<file path="src/rtl/core/dhv_pkg.sv">
// ----------------------------------------------------------------------------
// dhv_pkg - shared types and constants for the host-name validator
// Status codes, character classes, register indexes and reset values.
// ----------------------------------------------------------------------------
package dhv_pkg;

    localparam int LABEL_W = 7;
    localparam int NAME_W  = 8;
    localparam int CHAR_W  = 8;
    localparam int CFG_IDX_W  = 2;
    localparam int CFG_DATA_W = 8;

    localparam logic [LABEL_W-1:0] MAX_LABEL_RESET = LABEL_W'(63);
    localparam logic [NAME_W-1:0]  MIN_NAME_RESET  = NAME_W'(3);
    localparam logic [NAME_W-1:0]  MAX_NAME_RESET  = NAME_W'(254);

    localparam logic [LABEL_W-1:0] LABEL_SAT = '1;
    localparam logic [NAME_W-1:0]  NAME_SAT  = '1;

    // register indexes on the config port
    localparam logic [CFG_IDX_W-1:0] REG_MAX_LABEL = CFG_IDX_W'(0);
    localparam logic [CFG_IDX_W-1:0] REG_MIN_NAME  = CFG_IDX_W'(1);
    localparam logic [CFG_IDX_W-1:0] REG_MAX_NAME  = CFG_IDX_W'(2);

    typedef enum logic [1:0] {
        ST_VALID   = 2'd0,
        ST_FORM    = 2'd1,
        ST_CHAR    = 2'd2,
        ST_NUMERIC = 2'd3
    } status_t;

    typedef enum logic [1:0] {
        CLS_ALPHA = 2'd0,   // letter or hyphen
        CLS_DIGIT = 2'd1,
        CLS_DOT   = 2'd2,
        CLS_BAD   = 2'd3
    } char_class_t;

    function automatic char_class_t classify(input logic [CHAR_W-1:0] c);
        char_class_t cls;
        if (c == 8'h2D || (c >= 8'h41 && c <= 8'h5A) || (c >= 8'h61 && c <= 8'h7A))
        begin
            cls = CLS_ALPHA;
        end
        else if (c >= 8'h30 && c <= 8'h39)
        begin
            cls = CLS_DIGIT;
        end
        else if (c == 8'h2E)
        begin
            cls = CLS_DOT;
        end
        else
        begin
            cls = CLS_BAD;
        end
        return cls;
    endfunction

endpackage

</file>
<file path="src/rtl/core/dns_hostname_validator.sv">
// ----------------------------------------------------------------------------
// dns_hostname_validator - streaming dotted host-name checker
// Takes one name character per beat and gives one status beat per name.
// ----------------------------------------------------------------------------
// One character is taken every clock cycle while in_ready is high. The per-name
// counters and flags are updated in the cycle a character beat is accepted; the
// status of a name is loaded into the output register in the cycle its last
// character is accepted and shows on the next cycle. Input stays ready while
// the output register is empty or being drained, so a stalled status beat holds
// up input until it is taken. Throughput is set by the single counter/compare
// update path: one character per cycle unless the status output stalls.
module dns_hostname_validator (
    input  logic                            clk,
    input  logic                            rst_n,
    // character stream
    input  logic                            in_valid,
    output logic                            in_ready,
    input  logic [dhv_pkg::CHAR_W-1:0]      char_in,
    input  logic                            last,
    // status stream
    output logic                            out_valid,
    input  logic                            out_ready,
    output logic [1:0]                      status,
    // config write port
    input  logic                            cfg_we,
    input  logic [dhv_pkg::CFG_IDX_W-1:0]   cfg_index,
    input  logic [dhv_pkg::CFG_DATA_W-1:0]  cfg_wdata
);
    import dhv_pkg::*;

    logic [LABEL_W-1:0] max_label_reg;
    logic [NAME_W-1:0]  min_name_reg;
    logic [NAME_W-1:0]  max_name_reg;

    logic [LABEL_W-1:0] label_cnt_reg, label_cnt_next;
    logic [NAME_W-1:0]  name_cnt_reg,  name_cnt_next;
    logic               prev_dot_reg,  prev_dot_next;
    logic               digits_reg,    digits_next;
    status_t            first_err_reg, first_err_next;

    logic               out_valid_reg, out_valid_next;
    status_t            status_reg,    status_next;

    char_class_t        cls;
    logic [LABEL_W-1:0] label_inc;
    logic [NAME_W-1:0]  name_inc;
    logic               label_over;
    status_t            err_code;
    logic               accept;
    logic               len_bad;

    assign in_ready  = !out_valid_reg || out_ready;
    assign accept    = in_valid && in_ready;
    assign out_valid = out_valid_reg;
    assign status    = status_reg;

    // config registers
    always_ff @(posedge clk or negedge rst_n)
    begin
        if (!rst_n)
        begin
            max_label_reg <= MAX_LABEL_RESET;
            min_name_reg  <= MIN_NAME_RESET;
            max_name_reg  <= MAX_NAME_RESET;
        end
        else if (cfg_we)
        begin
            case (cfg_index)
                REG_MAX_LABEL: max_label_reg <= cfg_wdata[LABEL_W-1:0];
                REG_MIN_NAME:  min_name_reg  <= cfg_wdata[NAME_W-1:0];
                REG_MAX_NAME:  max_name_reg  <= cfg_wdata[NAME_W-1:0];
                default:       ;
            endcase
        end
    end

    // per-character classification and counter update
    always_comb
    begin
        cls        = classify(char_in);
        label_inc  = (label_cnt_reg == LABEL_SAT) ? label_cnt_reg
                                                  : label_cnt_reg + LABEL_W'(1);
        name_inc   = (name_cnt_reg == NAME_SAT) ? name_cnt_reg
                                                : name_cnt_reg + NAME_W'(1);
        label_over = label_inc > max_label_reg;

        label_cnt_next = label_cnt_reg;
        prev_dot_next  = prev_dot_reg;
        digits_next    = digits_reg;
        err_code       = ST_VALID;

        case (cls)
            CLS_ALPHA:
            begin
                digits_next    = 1'b0;
                prev_dot_next  = 1'b0;
                label_cnt_next = label_inc;
                if (label_over)
                begin
                    err_code = ST_FORM;
                end
            end
            CLS_DIGIT:
            begin
                prev_dot_next  = 1'b0;
                label_cnt_next = label_inc;
                if (label_over)
                begin
                    err_code = ST_FORM;
                end
            end
            CLS_DOT:
            begin
                if (prev_dot_reg)
                begin
                    err_code = ST_FORM;
                end
                prev_dot_next  = 1'b1;
                label_cnt_next = '0;
            end
            default:
            begin
                err_code = ST_CHAR;
            end
        endcase

        // first error sticks
        first_err_next = (first_err_reg == ST_VALID) ? err_code : first_err_reg;
        name_cnt_next  = name_inc;

        // final verdict, length outranks everything
        len_bad = (name_inc < min_name_reg) || (name_inc > max_name_reg);
        if (len_bad)
        begin
            status_next = ST_FORM;
        end
        else if (first_err_next != ST_VALID)
        begin
            status_next = first_err_next;
        end
        else if (digits_next)
        begin
            status_next = ST_NUMERIC;
        end
        else
        begin
            status_next = ST_VALID;
        end

        // clear per-name state after the last character
        if (last)
        begin
            label_cnt_next = '0;
            name_cnt_next  = '0;
            prev_dot_next  = 1'b1;
            digits_next    = 1'b1;
            first_err_next = ST_VALID;
        end

        // output register handshake
        if (accept && last)
        begin
            out_valid_next = 1'b1;
        end
        else if (out_ready)
        begin
            out_valid_next = 1'b0;
        end
        else
        begin
            out_valid_next = out_valid_reg;
        end
    end

    // name state
    always_ff @(posedge clk or negedge rst_n)
    begin
        if (!rst_n)
        begin
            label_cnt_reg <= '0;
            name_cnt_reg  <= '0;
            prev_dot_reg  <= 1'b1;
            digits_reg    <= 1'b1;
            first_err_reg <= ST_VALID;
            out_valid_reg <= 1'b0;
        end
        else
        begin
            if (accept)
            begin
                label_cnt_reg <= label_cnt_next;
                name_cnt_reg  <= name_cnt_next;
                prev_dot_reg  <= prev_dot_next;
                digits_reg    <= digits_next;
                first_err_reg <= first_err_next;
            end
            out_valid_reg <= out_valid_next;
        end
    end

    // status payload, no reset
    always_ff @(posedge clk)
    begin
        if (accept && last)
        begin
            status_reg <= status_next;
        end
    end

endmodule

</file>
<file path="config.mk">
export PLATFORM = sky130hd
export DESIGN_NAME = dns_hostname_validator
export DESIGN_NICKNAME = d
export VERILOG_FILES = /design/src/rtl/core/dhv_pkg.sv /design/src/rtl/core/dns_hostname_validator.sv
export SDC_FILE = /design/constraint.sdc
export NUM_CORES = 1
export LEC_CHECK = 0
export BUFFER_PORTS_ARGS = -buffer_cell sky130_fd_sc_hd__buf_2
export CAP_MARGIN = 0
export CELL_PAD_IN_SITES_DETAIL_PLACEMENT = 0
export CELL_PAD_IN_SITES_GLOBAL_PLACEMENT = 1
export CORE_UTILIZATION = 42
export DETAILED_ROUTE_END_ITERATION = 8
export HOLD_SLACK_MARGIN = 0.05
export PLACE_DENSITY_LB_ADDON = 0.08
export REMOVE_ABC_BUFFERS = 1
export SYNTH_ARGS = -nofsm -noshare
export SYNTH_HDL_FRONTEND = slang
export SYNTH_SLANG_ARGS = --single-unit
</file>
<file path="constraint.sdc">
create_clock -name clk -period 3.9 [get_ports clk]
set_clock_uncertainty 0.1 [all_clocks]
set_input_delay 0.195 -clock clk [delete_from_list [all_inputs] [get_ports clk]]
set_output_delay 0.195 -clock clk [all_outputs]
set_load 0.02 [all_outputs]
</file>
After elaboration in Yosys (flattened, before gate mapping)
Index checks and enable logic that the tools add are counted.
Cells by class
  equal/unequal tests: 8
  $lt $le $gt $ge: 9
  $add $sub $neg: 2
  reduce and logical (&&, ||, !) cells: 21
  muxes and demuxes: 21
Operators with widths (count)
  8-bit by 6-bit == test with 1-bit output (second input constant): 2
  8-bit by 7-bit greater-or-equal comparator with 1-bit output (second input constant): 2
  8-bit by 7-bit <= comparator with 1-bit output (second input constant): 2
  8-bit 2-to-1 mux: 2
  7-bit 2-to-1 mux: 2
  7-bit case mux with 2 select lines: 1
  2-bit 2-to-1 mux: 6
  8-bit by 1-bit adder with 8-bit output (second input constant): 1
  8-bit == test (second input constant): 1
  8-bit by 6-bit greater-or-equal comparator with 1-bit output (second input constant): 1
  8-bit > comparator: 1
  8-bit by 6-bit <= comparator with 1-bit output (second input constant): 1
  8-bit less-than comparator: 1
  1-bit 2-to-1 mux: 8
  2-bit AND reduction: 4
  7-bit by 1-bit adder with 7-bit output (second input constant): 1
  7-bit == test (second input constant): 1
  7-bit > comparator: 1
  2-bit zero test: 3
  1-bit logical AND: 5
  2-bit by 1-bit == test with 1-bit output (second input constant): 2
  2-bit == test (second input constant): 2
  1-bit logical OR: 4
  2-bit case mux with 2 select lines: 1
  other kinds (5): 6
Storage, ports and cells
  bits in registers: 45
  input port bits: 24
  output and inout bits: 4
  logic and storage cells: 71

Depth between registers and ports, before layout
Gate-level depths: netlist (run 1).
  word-level depth: 11
  mapped depth: 12
  depth with buffers taken out: 12

Least setup slack after synthesis (run 1)
Ideal clock, no wire load.
  kind: register to register
  from: reg label_cnt_reg[0]
  to: reg status_reg[1] (netlist: status[1]) (data pin)
  buffers on the path: 0
  required time: 3.539 ns
  clock period less this slack: 2.899 ns
  slack: 1.001 ns
  arrival time: 2.538 ns
  cell stages (with the launch flop): 12
  setup time: 0.261 ns
  cell sequence: dfrtp_1 -> ha_1 -> and2_1 -> nand4_1 -> a31oi_1 -> or2_2 -> ha_1 -> nand4_1 -> a21oi_1 -> o22ai_1 -> o211a_1 -> o311a_1
On the way
  longest elaborated chain between the ends: 8
  elaborated cells on any way between the ends: 9
  those cells by class: add/sub (1); order compare (1); eq/ne (1); mux (5); reduce/logical (1)
Ends and longest elaborated chain
  start, declared: line dns_hostname_validator.sv:35  | logic [LABEL_W-1:0] label_cnt_reg, label_cnt_next;
  start signal, assigned: line dns_hostname_validator.sv:191  | label_cnt_reg <= label_cnt_next;
  7-bit by 1-bit adder with 7-bit output / 7-bit == test (equally long branches): line dns_hostname_validator.sv:82, dns_hostname_validator.sv:81
  7-bit 2-to-1 mux *: line dns_hostname_validator.sv:81  | label_inc = (label_cnt_reg == LABEL_SAT) ? label_cnt_reg
  7-bit > comparator *: line dns_hostname_validator.sv:85  | label_over = label_inc > max_label_reg;
  1-bit 2-to-1 mux *: line dns_hostname_validator.sv:98, dns_hostname_validator.sv:107
  2-bit case mux with 2 select lines *: line dns_hostname_validator.sv:92  | case (cls)
  2-bit 2-to-1 mux *: line dns_hostname_validator.sv:128  | first_err_next = (first_err_reg == ST_VALID) ? err_code : first_err_reg;
  2-bit nonzero test *: line dns_hostname_validator.sv:137  | else if (first_err_next != ST_VALID)
  2-bit 2-to-1 mux *: line dns_hostname_validator.sv:137
  end signal, assigned: line dns_hostname_validator.sv:206  | status_reg <= status_next;
  end, declared: line dns_hostname_validator.sv:42  | status_t status_reg, status_next;
Every way passes the cells marked *; elsewhere a longest branch is shown, timed or not.
A chain may end at the register's enable or synchronous reset.

Worst setup path after layout (run 1)
  from: reg name_cnt_reg[0]
  to: reg status_reg[0] (netlist: status[0]) (data pin)
On the way
  longest elaborated chain between the ends: 4
  elaborated cells on any way between the ends: 6
  those cells by class: add/sub (1); order compare (2); eq/ne (1); mux (1); reduce/logical (1)
Ends and longest elaborated chain
  start, declared: line dns_hostname_validator.sv:36  | logic [NAME_W-1:0] name_cnt_reg, name_cnt_next;
  start signal, assigned: line dns_hostname_validator.sv:192  | name_cnt_reg <= name_cnt_next;
  8-bit by 1-bit adder with 8-bit output / 8-bit == test (equally long branches): line dns_hostname_validator.sv:84, dns_hostname_validator.sv:83
  8-bit 2-to-1 mux *: line dns_hostname_validator.sv:83  | name_inc = (name_cnt_reg == NAME_SAT) ? name_cnt_reg
  8-bit less-than comparator / 8-bit > comparator (equally long branches): line dns_hostname_validator.sv:132  | len_bad = (name_inc < min_name_reg) || (name_inc > max_name_reg);
  1-bit logical OR *: line dns_hostname_validator.sv:132
Marked as above.

==> summary.txt, run 1 <==
Setup path
  • CP delay by family, top: compound AO/OA/AOI/OAI gates
  • Worst path bufs/invs: 0
  • CP cell instances: ha_1, nand4_2, nor2_8, or2_2, xnor2_1, ha_1, a21o_1, a21oi_1, a21boi_0, o31ai_1, o2111ai_1
  • CP max FO: 8
  • Critical path required time: approximately 3.8 ns
  • Crit path kind: reg -> reg
  • Slowest stage cell, crit path: dfrtp_1
  • Worst reg2reg setup slack: between 0.6 and 0.7 ns
  • CP max stage delay: 0.48 ns
  • CP Capture Type: flop
  • CP arrival: 3.13 ns
  • Worst setup SP type: flop
  • Most frequent CP cell: ha_1

Pwr
  • Max VDD drop: 0.0001859 V
  • Leakage Power: ~1.5 nW
  • Overall power: 1.397 mW
  • Clk pwr share: 26.2%
  • Sw power: 454.2 uW
  • Net Sw Frac: 32.52%
  • PwrDens: 425.3 nW/um^2
  • Internal power: 942.7 uW
  • Sequential Power Share: 45.4%
  • Logic pwr share: between 20% and 30%

Finish
  • Final Util: slightly above 50%
  • Layout net count: 376
  • Layout cells sized above 1: about a quarter
  • Commonest cells after routing, fill and taps aside: inv_1 (28), buf_2 (27), dfrtp_1 (26)
  • Area Overhead vs Synth: 13.24%
  • N_diodes: 0
  • Most common cell after layout, fill and taps aside: inv_1

Synthesis
  • Synth warnings: 0
  • Mapped Cells: just under 300
  • Post-synth EDFFs: 2
  • Mapped cell area: ~2900 um^2
  • Yosys top cell by area: dfrtp_1
  • Async set-reset flop share out of synthesis: approximately 96%
  • Number of synthesized register bits: 45
  • Avg Inst Size Synth: 9.899 um^2
  • Post-synth cell types: 59
  • Yosys top cell area share: 22.43%
  • Synth area leaders: dfrtp_1 (22%), dfstp_2 (15%), ha_1 (10%)
  • Seq/Total Area, Yosys: 39.91%
  • Top_reg_cell synth: dfrtp_1

Detailed routing
  • Wirelength per Cell: 15.51 um
  • Via density: 5.485
  • Vias: about 2,200
  • WL final: 6.299 mm
  • DRC viols: 0
  • DRT iter0 DRCs: between 80 and 90
  • DRT antenna net count: 0
  • Drt pass-1 iters: 4

Die
  • Die Area: 7242 um^2
  • Core area: 6495 um^2
  • I/O pins: 28
  • Chip Width: between 80 and 90 um
  • Die H: 85.10 um
  • Cell Rows: 29
  • Initial core utilization: 44.65%

Timing
  • Fin. Hold Viols: 0
  • Fmax: 311.5 MHz
  • Slew Limit Headroom: roughly 34%
  • Final worst slack: ~0.7 ns
  • Final period util: 82.32%
  • Endpoints failing setup: 0
  • Slew @ Worst Pin: between 0.9 and 1 ns
  • Pins over their slew limit: 0
  • Setup_tns: 0 ns
  • Unrepaired setup endpoints after global routing: false
  • Minimum clock period: 3.210 ns

Job
  • MaxCap Viol Count: 0

Clocking
  • Clock Path Buffers: 2
  • Post-CTS Setup Inserts: 0
  • CTS Buf Count: 5
  • CTS tree: done
  • Cts hold-fix bufs: 7
  • Clock Sinks: 45
  • Post_cts resized: 0
  • H-tree levels: 2
  • Clock slew at reported path FFs: 0.10 ns
  • Worst skew pair latency: around 0.3 ns
  • Clk root buf: clkbuf_8

Global routing
  • Largest net degree at the start of global routing: 44
  • Total GRT Usage: about a fifth
  • First-pass GRT wire length: 11.06 mm
  • Initial antenna violation count: 0
  • Vias in the first global route: 2,235
  • Total grt overflow: 0

Place
  • Pre-CTS setup slack: about 0.73 ns
  • Detail Placement HPWL: 4.754 mm
  • Routability cong.: 0.8456
  • Number of I/O port buffers: 27

Run status
  • Status: finished, final reports clean

Min path
  • Hold Crit Class: in -> reg
cell usage after synthesis, types with 8 or more instances:
| cell | instances |
|---|---|
| a21oi_1 | 17 |
| dfrtp_1 | 26 |
| dfstp_2 | 17 |
| ha_1 | 24 |
| inv_1 | 28 |
| mux2_2 | 19 |
| nand2_1 | 23 |
| nand3_1 | 8 |
| nor2_1 | 14 |
| o21ai_0 | 16 |
area by class of cell:
cell class	instances	area (um^2)
fillers	601	3211
clock buffers	5	68.82
repair buffers	35	212.7
clock inverters	3	45.04
well taps	77	96.34
flip-flops and latches	45	1157
inverters	28	105.1
multi-input cells	213	1599
power by group through the flow:
| stage | combinational [mW] | sequential (mW) | clock (mW) |
|---|---|---|---|
| detailed placement | 0.389 | 0.643 | 0 |
| global route | 0.461 | 0.647 | 0.397 |
| floorplan | 0.280 | 0.628 | 0 |
| finish | 0.396 | 0.634 | 0.367 |
| CTS | 0.400 | 0.634 | 0.373 |
| global placement | 0.385 | 0.640 | 0 |
worst min-delay path: cells and delay by family:
kind	cells	cell delay (ns)
AOI/OAI and AO/OA	1	0.06
buffers and inverters	1	0.13
and+or+nand+nor	1	0.05
path summary, 6_finish.rpt:
check / depth (start not counted) / to / start
min in group asynchronous: 2 / name_cnt_reg[2] / rst_n
max in group asynchronous: 2 / label_cnt_reg[2] / rst_n
worst max register to register: 11 / status[0] / name_cnt_reg[0]
worst min-delay path: 3 / max_label_reg[6] / cfg_wdata[6]
worst min register to register: 2 / max_label_reg[3] / max_label_reg[3]
worst max-delay path: 11 / status[0] / name_cnt_reg[0]
per-layer routing:
metal / global-route usage, % / wire length [um] / vias to the layer above
li1: - / - / 1133
met1: 28.15 / 3352 / 1064
met2: 30.06 / 2756 / 28
met3: 3.502 / 160 / 2
met4: 3.236 / 29 / 0
met5: 0 / 0 / -
metrics by stage:
stage                     instance area (um^2)  instances  hold slack [ns]
after floorplan                           2861        286          -0.2006
after global placement                    3100        391           0.3160
after detailed placement                  3100        391           0.3093
after CTS                                 3284        406          0.07130
after global routing                      3284        406          0.07016
final                                     3284        406          0.08370
logic make-up after synthesis:
group,count (synthesis),share of synthesized area (%)
AOI/OAI and AO/OA,74,17.52
xor gates and xnor gates,5,1.510
adders and majority gates,24,10.35
buffers and inverters,35,4.961
DFF,45,39.91
muxes,22,8.413
and+or+nand+nor,88,17.34
No activity file was read; power rests on OpenSTA's default activity.
==> run 2, diff against run 1 <==
Clock period 3.9 ns to 3.35 ns, I/O delays scaled along.
==> summary.txt, run 2 (synthesis gave the netlist of run 1 again) <==
Finish
  • Most common cell after layout, fill and taps aside: inv_1
  • Area Overhead vs Synth: 14.67%
  • Commonest cells after routing, fill and taps aside: inv_1 (28), buf_2 (27), dfrtp_1 (25)
  • Storage element area: 1159 um^2 (+0.11%)
  • Fill cells: 588 (-2.2%)
  • Layout net count: 381 (+1.3%)
  • Layout Cells excl Fill: 411 (+1.2%)
  • N_diodes: 0 (unchanged)
  • Layout cells sized above 1: 27.25% (+1.7 points)
  • Multi-input gate area: 1615 um^2 (+1.0%)

Pwr
  • Logic pwr share: 29.5% (+1.1 points)
  • Clk pwr share: 23.3% (-2.9 points)
  • Max VDD drop: 0.0002152 V (+16%)
  • Sequential Power Share: 47.2% (+1.8 points)
  • Internal power: 1.031 mW (+9.4%)
  • Overall power: 1.574 mW (+13%)
  • Leakage Power: 1.549 nW (+1.3%)
  • PwrDens: 473.2 nW/um^2 (+11%)
  • Net Sw Frac: 34.49% (+2.0 points)
  • Sw power: 542.9 uW (+20%)

Clocking
  • Clock slew at reported path FFs: 0.09 ns (about the same)
  • CTS tree: done
  • H-tree levels: 2 (unchanged)
  • Clock Path Buffers: 2 (unchanged)
  • CTS Buf Count: 5 (unchanged)
  • Clock Sinks: 45 (unchanged)
  • Worst skew pair latency: 0.31 ns (about the same)
  • Clk root buf: clkbuf_8

Detailed routing
  • Via density: 5.426 (-1.1%)
  • Vias: 2,230 (+0.13%)
  • Drt pass-1 iters: 4 (unchanged)
  • DRC viols: 0 (unchanged)
  • WL final: 6.348 mm (+0.78%)
  • Wirelength per Cell: 15.45 um (-0.45%)
  • DRT iter0 DRCs: 78 (-3.7%)
  • DRT antenna net count: 0 (unchanged)

Place
  • Routability cong.: 0.8545 (+1.1%)
  • Placed Cells: 392 (+0.26%)
  • Number of I/O port buffers: 27 (unchanged)
  • Detail Placement HPWL: 4.698 mm (-1.2%)
  • Pre-CTS setup slack: 0.1784 ns (-0.5492 ns)

Global routing
  • Total grt overflow: 0 (unchanged)
  • Vias in the first global route: 2,164 (-3.2%)
  • Initial antenna violation count: 0 (unchanged)
  • First-pass GRT wire length: 10.92 mm (-1.3%)
  • Largest net degree at the start of global routing: 44 (unchanged)
  • Total GRT Usage: 19.10% (-0.12 points)

Job
  • MaxCap Viol Count: 0 (unchanged)

Timing
  • Pins over their slew limit: 0 (unchanged)
  • Fmax: 318.5 MHz (+2.2%)
  • Slew Limit Headroom: 35.81% (+1.9 points)
  • Setup_tns: 0 ns (unchanged)
  • Endpoints failing setup: 0 (unchanged)
  • Minimum clock period: 3.140 ns (-0.07016 ns)
  • Final period util: 93.74% (+11 points)
  • Unrepaired setup endpoints after global routing: false
  • Fin. Hold Viols: 0 (unchanged)
  • Worst hold margin: 0.07526 ns (-0.008447 ns)
  • Slew @ Worst Pin: 0.9628 ns (-0.02919 ns)
  • Final worst slack: 0.2098 ns (-0.4798 ns)

Setup path
  • CP cell instances: ha_1, and2_1, nand4_1, a31oi_1, or2_2, ha_1, nand4_1, a21oi_2, o22ai_1, o211a_1, o311a_1
  • Crit path kind: reg -> reg
  • Worst setup SP type: flop
  • End of the critical path: status[1]
  • CP Capture Type: flop
  • Slowest stage cell, crit path: dfrtp_2
  • CP arrival: 3.10 ns (-0.03 ns)
  • R2R Path Start: label_cnt_reg[0]
  • CP max FO: 7 (-1)
  • CP max stage delay: 0.45 ns (-0.03 ns)
  • Worst reg2reg setup slack: 0.21 ns (-0.48 ns)
  • Critical path required time: 3.31 ns (-0.51 ns)
  • Worst Reg-to-Reg Cells: 11 (unchanged)
  • Launch point of the worst path: label_cnt_reg[0]
  • Worst reg2reg endpoint: status[1]

Die
  • Die Area: 7242 um^2 (unchanged)
  • Die H: 85.10 um (unchanged)
  • Chip Width: 85.10 um (unchanged)
  • Initial core utilization: 44.65% (unchanged)
  • Cell Rows: 29 (unchanged)
  • I/O pins: 28 (unchanged)
  • Core area: 6495 um^2 (unchanged)

Min path
  • Hold Crit Class: in -> reg

Run status
  • Status: finished, final reports clean
run 2: changes by cell type in the layout (fill, tap and decap cells not counted), sizes merged:
cell,before,now
bufinv,1,0
dlygate4sd3,7,9
buf,28,31
clkinv,1,2
run 2: how the worst min path moves through the flow:
| stage | cells after the start | start | to |
|---|---|---|---|
| 6_report | 3 | out_ready | out_valid |
| 5_1_grt | 3 | out_ready | out_valid |
| 4_1_cts | 3 | out_ready | out_valid |
| 3_5_place_dp | 1 | rst_n | name_cnt_reg[4] |
| 3_3_place_gp | 1 | rst_n | name_cnt_reg[4] |
| 2_1_floorplan | 0 | rst_n | first_err_reg[0] |
run 2: worst max-delay path, delay by kind of cell, from the launching register on:
family          cells  cell delay [ns]
flops               1             0.45
compound gates      5             0.93
fa+ha+maj           2             0.50
simple gates        4             0.91
run 2: final cells by class:
class | count | share of cell area (%)
clock buffer | 5 | 2.069
clock inverter | 3 | 0.7901
inverter | 28 | 3.160
multi-input combinational | 213 | 48.57
sequential | 45 | 34.84
tap | 77 | 2.897
timing repair buffer | 40 | 7.675
run 2: power groups by stage:
| stage | Combinational [mW] | Clock [mW] | Sequential (mW) |
|---|---|---|---|
| after floorplan | 0.325 | 0 | 0.731 |
| after global placement | 0.448 | 0 | 0.745 |
| after detailed placement | 0.449 | 0 | 0.751 |
| after CTS | 0.462 | 0.375 | 0.740 |
| after global routing | 0.544 | 0.399 | 0.756 |
| final | 0.464 | 0.367 | 0.742 |
run 2: routing by layer:
metal	track usage (%)	vias up	share of wire, %
met4	3.698	0	0.57
met2	28.67	36	43
met3	3.405	4	2.8
met5	0	-	0
li1	-	1149	-
met1	28.86	1041	53
run 2: repair_timing:
item / CTS / global route
setup buffers: 0 / 2
hold buffers: 9 / 0
hold endpoints to repair: 46 / 0
setup endpoints to repair: 0 / 2
resized for setup: 0 / 4
run 2: per-stage QoR:
step | cell area [um^2] | util, %
4_1_cts | 3293 | 50.70
3_3_place_gp | 3108 | 47.85
3_5_place_dp | 3108 | 47.85
5_1_grt | 3326 | 51.20
6_report | 3326 | 51.20
2_1_floorplan | 2861 | -
